$ cat config.mk
export PLATFORM = sky130hd
export DESIGN_NAME = rtt_timeout_estimator
export DESIGN_NICKNAME = d
export VERILOG_FILES = /design/src/sv/rte_pkg.sv /design/src/sv/rtt_timeout_estimator.sv
export SDC_FILE = /design/constraint.sdc
export NUM_CORES = 2
export LEC_CHECK = 0
export BUFFER_PORTS_ARGS = -buffer_cell sky130_fd_sc_hd__buf_2
export CAP_MARGIN = 30
export CORE_ASPECT_RATIO = 0.7
export CORE_MARGIN = 3
export CORE_UTILIZATION = 28
export DETAILED_ROUTE_END_ITERATION = 8
export GPL_TIMING_DRIVEN = 0
export MAX_ROUTING_LAYER = met4
export PLACE_DENSITY_LB_ADDON = 0.1
export SLEW_MARGIN = 0
export SYNTH_ARGS = -nofsm -noshare
export SYNTH_HDL_FRONTEND = slang
export SYNTH_SLANG_ARGS = --single-unit
$ cat constraint.sdc
create_clock -name clk_i -period 17.9 [get_ports clk_i]
set_input_delay 1.79 -clock clk_i [delete_from_list [all_inputs] [get_ports clk_i]]
set_output_delay 1.79 -clock clk_i [all_outputs]
set_load 0.03 [all_outputs]
$ cat src/sv/rte_pkg.sv
// shared types, register indexes and saturating time arithmetic for the rtt timeout estimator
package rte_pkg;

  localparam int TimeW = 32;
  localparam int CfgAddrW = 5;
  localparam int ShlGuardW = 16;

  typedef logic [TimeW-1:0] tval_t;
  typedef logic [2:0] reg_idx_t;

  localparam reg_idx_t RegLogInvAlpha = 3'd0;
  localparam reg_idx_t RegLogInvBeta = 3'd1;
  localparam reg_idx_t RegLogK = 3'd2;
  localparam reg_idx_t RegMinTimeout = 3'd3;
  localparam reg_idx_t RegInitTimeout = 3'd4;

  localparam logic [63:0] TMax64 = {64{1'b1}} >> (64 - TimeW);
  localparam tval_t TMax = tval_t'(TMax64);

  localparam logic [4:0] ResetLogInvAlpha = 5'd3;
  localparam logic [4:0] ResetLogInvBeta = 5'd2;
  localparam logic [3:0] ResetLogK = 4'd2;
  localparam logic [31:0] ResetMinTimeout = 32'd1000;
  localparam logic [31:0] ResetInitTimeout = 32'd3000;

  function automatic tval_t clamp_time(input logic [31:0] v);
    logic [63:0] v64;
    v64 = {32'b0, v};
    if (v64 > TMax64) begin
      return TMax;
    end
    return v64[TimeW-1:0];
  endfunction

  function automatic logic [31:0] to_out(input tval_t v);
    logic [63:0] w;
    w = 64'(v);
    return w[31:0];
  endfunction

  function automatic tval_t sat_add(input tval_t a, input tval_t b);
    logic [TimeW:0] s;
    s = {1'b0, a} + {1'b0, b};
    if (s[TimeW]) begin
      return TMax;
    end
    return s[TimeW-1:0];
  endfunction

  // shift amount stays below ShlGuardW, so lost bits land in the guard field
  function automatic tval_t sat_shl(input tval_t v, input logic [3:0] s);
    logic [TimeW+ShlGuardW-1:0] w;
    w = {{ShlGuardW{1'b0}}, v} << s;
    if (w[TimeW+ShlGuardW-1:TimeW] != '0) begin
      return TMax;
    end
    return w[TimeW-1:0];
  endfunction

  function automatic tval_t floor_at(input tval_t v, input tval_t f);
    return (v < f) ? f : v;
  endfunction

endpackage

$ cat src/sv/rtt_timeout_estimator.sv
// rtt timeout estimator: smoothed rtt, mean deviation and retransmission timeout
// Each transaction on the slave side is either an acknowledgement carrying an rtt
// sample (tuser = 0) or a retransmission timeout event (tuser = 1), and yields exactly
// one result transaction with the timeout, smoothed rtt and deviation after the event.
// Samples whose segment was retransmitted (sent_once = 0) leave the state unchanged.
// An item passes an input register and then the update logic into the result register,
// and one item is taken every cycle while the result side does not stall, set by the single
// state update loop that closes through the estimate registers. The configuration port
// must be written only while no transaction is in flight; the block itself does not enforce
// this. Writing initial_timeout before the first counted sample also reloads the timeout.
module rtt_timeout_estimator (
  input  logic        clk_i,
  input  logic        rst_ni,
  // slave side
  input  logic        s_axis_tvalid_i,
  output logic        s_axis_tready_o,
  input  logic [39:0] s_axis_tdata_i,  // rtt_sample[31:0], sent_once[32], zero pad
  input  logic        s_axis_tuser_i,  // func
  // master side
  output logic        m_axis_tvalid_o,
  input  logic        m_axis_tready_i,
  output logic [95:0] m_axis_tdata_o,  // timeout[31:0], smoothed_rtt[63:32], rtt_variance[95:64]
  // configuration
  input  logic        psel_i,
  input  logic        penable_i,
  input  logic        pwrite_i,
  input  logic [rte_pkg::CfgAddrW-1:0] paddr_i,
  input  logic [31:0] pwdata_i,
  output logic [31:0] prdata_o,
  output logic        pready_o
);

  logic [4:0]  log_inv_alpha_q;
  logic [4:0]  log_inv_beta_q;
  logic [3:0]  log_k_q;
  logic [31:0] min_timeout_q;
  logic [31:0] init_timeout_q;

  rte_pkg::tval_t srtt_q, srtt_d;
  rte_pkg::tval_t var_q, var_d;
  rte_pkg::tval_t rto_q, rto_d;
  logic           have_q, have_d;

  logic        in_valid_q;
  logic        in_func_q;
  logic        in_once_q;
  logic [31:0] in_rtt_q;

  logic        out_valid_q;
  logic [95:0] out_data_q;

  logic           advance;
  logic           in_take;
  logic           cfg_wr;
  rte_pkg::reg_idx_t cfg_idx;
  rte_pkg::tval_t rtt;
  rte_pkg::tval_t floor_v;
  rte_pkg::tval_t diff;

  assign pready_o = 1'b1;
  assign cfg_idx  = paddr_i[4:2];
  assign cfg_wr   = psel_i && penable_i && pwrite_i;

  assign advance         = in_valid_q && (!out_valid_q || m_axis_tready_i);
  assign s_axis_tready_o = !in_valid_q || advance;
  assign in_take         = s_axis_tvalid_i && s_axis_tready_o;

  assign m_axis_tvalid_o = out_valid_q;
  assign m_axis_tdata_o  = out_data_q;

  always_comb begin
    case (cfg_idx)
      rte_pkg::RegLogInvAlpha: prdata_o = {27'b0, log_inv_alpha_q};
      rte_pkg::RegLogInvBeta:  prdata_o = {27'b0, log_inv_beta_q};
      rte_pkg::RegLogK:        prdata_o = {28'b0, log_k_q};
      rte_pkg::RegMinTimeout:  prdata_o = min_timeout_q;
      rte_pkg::RegInitTimeout: prdata_o = init_timeout_q;
      default:                 prdata_o = 32'b0;
    endcase
  end

  // estimate update
  always_comb begin
    rtt     = rte_pkg::clamp_time(in_rtt_q);
    floor_v = rte_pkg::clamp_time(min_timeout_q);
    diff    = (srtt_q > rtt) ? (srtt_q - rtt) : (rtt - srtt_q);
    srtt_d  = srtt_q;
    var_d   = var_q;
    rto_d   = rto_q;
    have_d  = have_q;
    if (in_func_q) begin
      rto_d = rte_pkg::floor_at(rte_pkg::sat_shl(rto_q, 4'd1), floor_v);
    end else if (in_once_q) begin
      if (!have_q) begin
        srtt_d = rtt;
        var_d  = rtt >> 1;
        have_d = 1'b1;
      end else begin
        var_d  = rte_pkg::sat_add(var_q - (var_q >> log_inv_beta_q), diff >> log_inv_beta_q);
        srtt_d = rte_pkg::sat_add(srtt_q - (srtt_q >> log_inv_alpha_q),
                                  rtt >> log_inv_alpha_q);
      end
      rto_d = rte_pkg::floor_at(rte_pkg::sat_add(srtt_d, rte_pkg::sat_shl(var_d, log_k_q)),
                                floor_v);
    end
  end

  always_ff @(posedge clk_i or negedge rst_ni) begin
    if (!rst_ni) begin
      log_inv_alpha_q <= rte_pkg::ResetLogInvAlpha;
      log_inv_beta_q  <= rte_pkg::ResetLogInvBeta;
      log_k_q         <= rte_pkg::ResetLogK;
      min_timeout_q   <= rte_pkg::ResetMinTimeout;
      init_timeout_q  <= rte_pkg::ResetInitTimeout;
      srtt_q          <= '0;
      var_q           <= '0;
      rto_q           <= rte_pkg::clamp_time(rte_pkg::ResetInitTimeout);
      have_q          <= 1'b0;
      in_valid_q      <= 1'b0;
      out_valid_q     <= 1'b0;
    end else begin
      if (cfg_wr) begin
        case (cfg_idx)
          rte_pkg::RegLogInvAlpha: log_inv_alpha_q <= pwdata_i[4:0];
          rte_pkg::RegLogInvBeta:  log_inv_beta_q  <= pwdata_i[4:0];
          rte_pkg::RegLogK:        log_k_q         <= pwdata_i[3:0];
          rte_pkg::RegMinTimeout:  min_timeout_q   <= pwdata_i;
          rte_pkg::RegInitTimeout: begin
            init_timeout_q <= pwdata_i;
            if (!have_q) begin
              rto_q <= rte_pkg::clamp_time(pwdata_i);
            end
          end
          default: ;
        endcase
      end
      if (in_take) begin
        in_valid_q <= 1'b1;
      end else if (advance) begin
        in_valid_q <= 1'b0;
      end
      if (advance) begin
        srtt_q      <= srtt_d;
        var_q       <= var_d;
        rto_q       <= rto_d;
        have_q      <= have_d;
        out_valid_q <= 1'b1;
      end else if (m_axis_tready_i) begin
        out_valid_q <= 1'b0;
      end
    end
  end

  always_ff @(posedge clk_i) begin
    if (in_take) begin
      in_func_q <= s_axis_tuser_i;
      in_once_q <= s_axis_tdata_i[32];
      in_rtt_q  <= s_axis_tdata_i[31:0];
    end
    if (advance) begin
      out_data_q <= {rte_pkg::to_out(var_d), rte_pkg::to_out(srtt_d), rte_pkg::to_out(rto_d)};
    end
  end

endmodule

==> flow_summary_export.csv <==
group,metric,value,unit
setup_path,reg2regPathDepth,59,
layout,fin_nets,4946,
grt,grt_pass1_vias,34399,
grt,grt_pass1_wl,261000,um
clock_network,htreeDepth,2,
setup_path,r2r-end,"m_axis_tdata_o[2]$_DFFE_PP_",
clock_network,clk_latency,0.63,ns
min_path,hp-class,"register to register",
detailed_routing,wl_per_cell,29.6,um
synthesis,synth.avg_cell_area,8.28,sq um
setup_path,path_common_cell,"a21o_1",
clock_network,cts_hold_buf,0,
detailed_routing,ant_nets,0,
synthesis,synth.most_common_cell,"nand2_1",
setup_path,reg2reg_from,"srtt_q[0]$_DFFE_PN0P_",
synthesis,synthesis.area,35500,sq um
synthesis,synth.area.top_cells,"edfxtp_1 11%, dfrtp_1 11%, ha_1 10%",
synthesis,yosysUniqueCellTypes,88,
min_path,hold_end,"init_timeout_q[16]$_DFFE_PN0P_",
grt,antenna_found_initial,13,
setup_path,slowest_delay,0.63,ns
synthesis,netlist.area_leader.share,11.0,%
layout,synthToLayoutAreaGrowth,14.2,%
floorplanning,die_h,304,um
detailed_routing,via_count,36971,
synthesis,synth_fp_nets,4666,
setup_path,required,18.27,ns
synthesis,ys_seq_area_share,23.5,%
floorplanning,io_pins,216,
min_path,hp-start,"init_timeout_q[16]$_DFFE_PN0P_",
setup_path,path_class,"register to register",
timing,maxSlewHeadroom,10.8,%
timing,fin_crit,17.33,ns
setup_path,end_kind,"register",
place,dpl.hpwl,153000,um
synthesis,yosysTopAreaCell,"edfxtp_1",
clock_network,tritoncts,"yes",
floorplanning,num_rows,108,
synthesis,yosys-top-cells-count,"489 x nand2_1, 332 x a21oi_1, 332 x o21ai_0",
timing,rsz0062_at_grt,"false",
synthesis,synthFlopType,"dfrtp_1",
layout,drive_gt1_share,15.5,%
setup_path,start_kind,"register",
clock_network,numCtsBuffers,39,
min_path,min_path_cells,1,
detailed_routing,dr.pass1.iters,5,
synthesis,ys_ff_latch,307,
clock_network,cts_max_path_buffers,3,
setup_path,arrival,17.70,ns
grt,grt_overflow,0,
synthesis,synthArstFlopShare,57.7,%
timing,fmax,0.0577,GHz
timing,hold_ws,0.508,ns
detailed_routing,routed_wl,185000,um
detailed_routing,viasPerCell,5.91,
place,gp_congestion,1.01,
floorplanning,initial_core_util,28.4,%
outcome,status,"finished, final reports clean",
layout,register_area,8370,sq um
timing,clock_skew,0.0646,ns
detailed_routing,drc,0,
setup_path,critPathMaxFanout,11,
timing,tightestPinTransition,1.34,ns
detailed_routing,drtIter0Drc,4296,
timing,hold_viol,0,
layout,multi_input_area,25600,sq um
place,io_buffers,204,
grt,grt_use_total,27.9,%
synthesis,synth_edf_count,130,
synthesis,netlist_instances,4291,
clock_network,numClockSinks,307,
floorplanning,dieArea,131000,sq um
synthesis,yosys_warnings,0,
layout,num-fill-cells,13432,
clock_network,clkTransAtPathRegs,0.06,ns
timing,period_share,96.8,%
floorplanning,die_w,432,um
timing,finalSetupViolations,0,
flow_run,drv_cap,0,
setup_path,cp_slowest_cell,"or4b_4",
clock_network,cts-root-buf,"clkbuf_16",
grt,grt_max_degree,100,
timing,report.final.slew_viol_count,0,
setup_path,timing.reg2reg.setup_slack,0.57,ns
floorplanning,core_area,125000,sq um
==> sequential cells by signal (all words and copies together) (netlist names) <==
signal,cells
log_k_q,4
init_timeout_q,32
floor_v,32
log_inv_alpha_q,5
in_valid_q,1
m_axis_tvalid_o,1
srtt_q,32
m_axis_tdata_o,96
in_rtt_q,32
rto_q,32
in_once_q,1
have_q,1
var_q,32
log_inv_beta_q,5
in_func_q,1
==> worst max path at each step <==
stage	startpoint	to	slack (ns)	cells after the start
finish	srtt_q[0]$_DFFE_PN0P_	m_axis_tdata_o[2]$_DFFE_PP_	0.57	59
global route	log_inv_beta_q[4]$_DFFE_PN0P_	m_axis_tdata_o[27]$_DFFE_PP_	0.005	57
CTS	log_inv_beta_q[0]$_DFFE_PN0P_	m_axis_tdata_o[29]$_DFFE_PP_	0.10	63
detailed placement	log_inv_beta_q[0]$_DFFE_PN0P_	m_axis_tdata_o[29]$_DFFE_PP_	-2.45	61
global placement	log_inv_beta_q[0]$_DFFE_PN0P_	m_axis_tdata_o[29]$_DFFE_PP_	-3.05	61
floorplan	log_inv_beta_q[0]$_DFFE_PN0P_	rto_q[21]$_DFFE_PN0P_	3.47	64
==> critical path: cells and delay by family, from the launching register on <==
| family | cells | cell delay (ns) |
|---|---|---|
| compound gates | 33 | 8.38 |
| fa+ha+maj | 6 | 2.16 |
| buf+inv | 9 | 2.46 |
| flops | 1 | 0.56 |
| mux | 3 | 1.03 |
| simple gates | 8 | 2.46 |
==> cells by family (layout without fill, tap and decap cells) <==
kind of cell,Yosys count,after routing,share of synthesized area (%)
compound gates,1391,1391,25.5
xor+xnor,146,146,3.60
fa+ha+maj,290,290,10.4
buf+inv,459,769,4.90
flops,307,307,23.5
mux,437,437,15.6
other cells,1,3,0.0105
simple gates,1260,1260,16.4
==> layout by cell type, fill, tap and decap left out, drive strengths merged, types with 20 or more instances in the layout <==
cell | synthesis | routed
or2 | 55 | 55
clkbuf | 223 | 266
o21a | 56 | 56
buf | 46 | 289
a31oi | 59 | 59
edfxtp | 130 | 130
a32o | 27 | 27
o22ai | 51 | 51
a21oi | 332 | 332
dfrtp | 153 | 153
xor2 | 52 | 52
xnor2 | 94 | 94
nor2 | 292 | 292
a22oi | 44 | 44
nand4 | 33 | 33
nor2b | 39 | 39
and3 | 39 | 39
mux2 | 158 | 158
inv | 183 | 187
a211oi | 49 | 49
mux2i | 200 | 200
o21bai | 39 | 39
nor3 | 61 | 61
and2 | 45 | 45
or3 | 20 | 20
mux4 | 79 | 79
clkinv | 7 | 23
o211ai | 35 | 35
dfstp | 24 | 24
ha | 283 | 283
nand2b | 50 | 50
a21o | 123 | 123
o21ai | 335 | 335
a22o | 30 | 30
a311o | 22 | 22
nand3 | 79 | 79
nand2 | 489 | 489
==> cell type report <==
| class | count | share of cell area (%) |
|---|---|---|
| multi-input combinational | 3525 | 63.0 |
| sequential | 307 | 20.6 |
| tap | 1650 | 5.09 |
| timing repair buffer | 249 | 3.82 |
| buffer | 259 | 2.62 |
| clock buffer | 48 | 2.54 |
| inverter | 190 | 1.76 |
| clock inverter | 23 | 0.536 |
| antenna | 2 | 0.0123 |
==> stage by stage <==
| step | setup WS [ns] | setup TNS (ns) | util (%) | cells | area, sq um |
|---|---|---|---|---|---|
| finish | 0.568 | 0 | 32.5 | 6253 | 40600 |
| global placement | -3.05 | -154.39 | 30.9 | 6145 | 38600 |
| global route | 0.00475 | 0 | 32.5 | 6251 | 40600 |
| CTS | 0.103 | 0 | 32.2 | 6238 | 40300 |
| floorplan | 3.47 | 0 | - | 4291 | 35500 |
| detailed placement | -2.45 | -113.20 | 31.1 | 6165 | 38900 |
==> what timing repair did <==
action | CTS | global route
setup buffers | 4 | 17
gates cloned | 0 | 0
pin swaps | 0 | 3
resized for setup | 30 | 71
setup endpoints to repair | 64 | 64
==> layer usage <==
layer / global-route usage [%] / routed length (um)
met1: 43.7 / 92600
met4: 3.91 / 2610
met5: - / 0
met2: 35.2 / 69300
met3: 7.43 / 20500
Power is left out: the tool's default activity adds up to more than one toggle a clock period on the data nets, which glitch-free logic cannot reach.
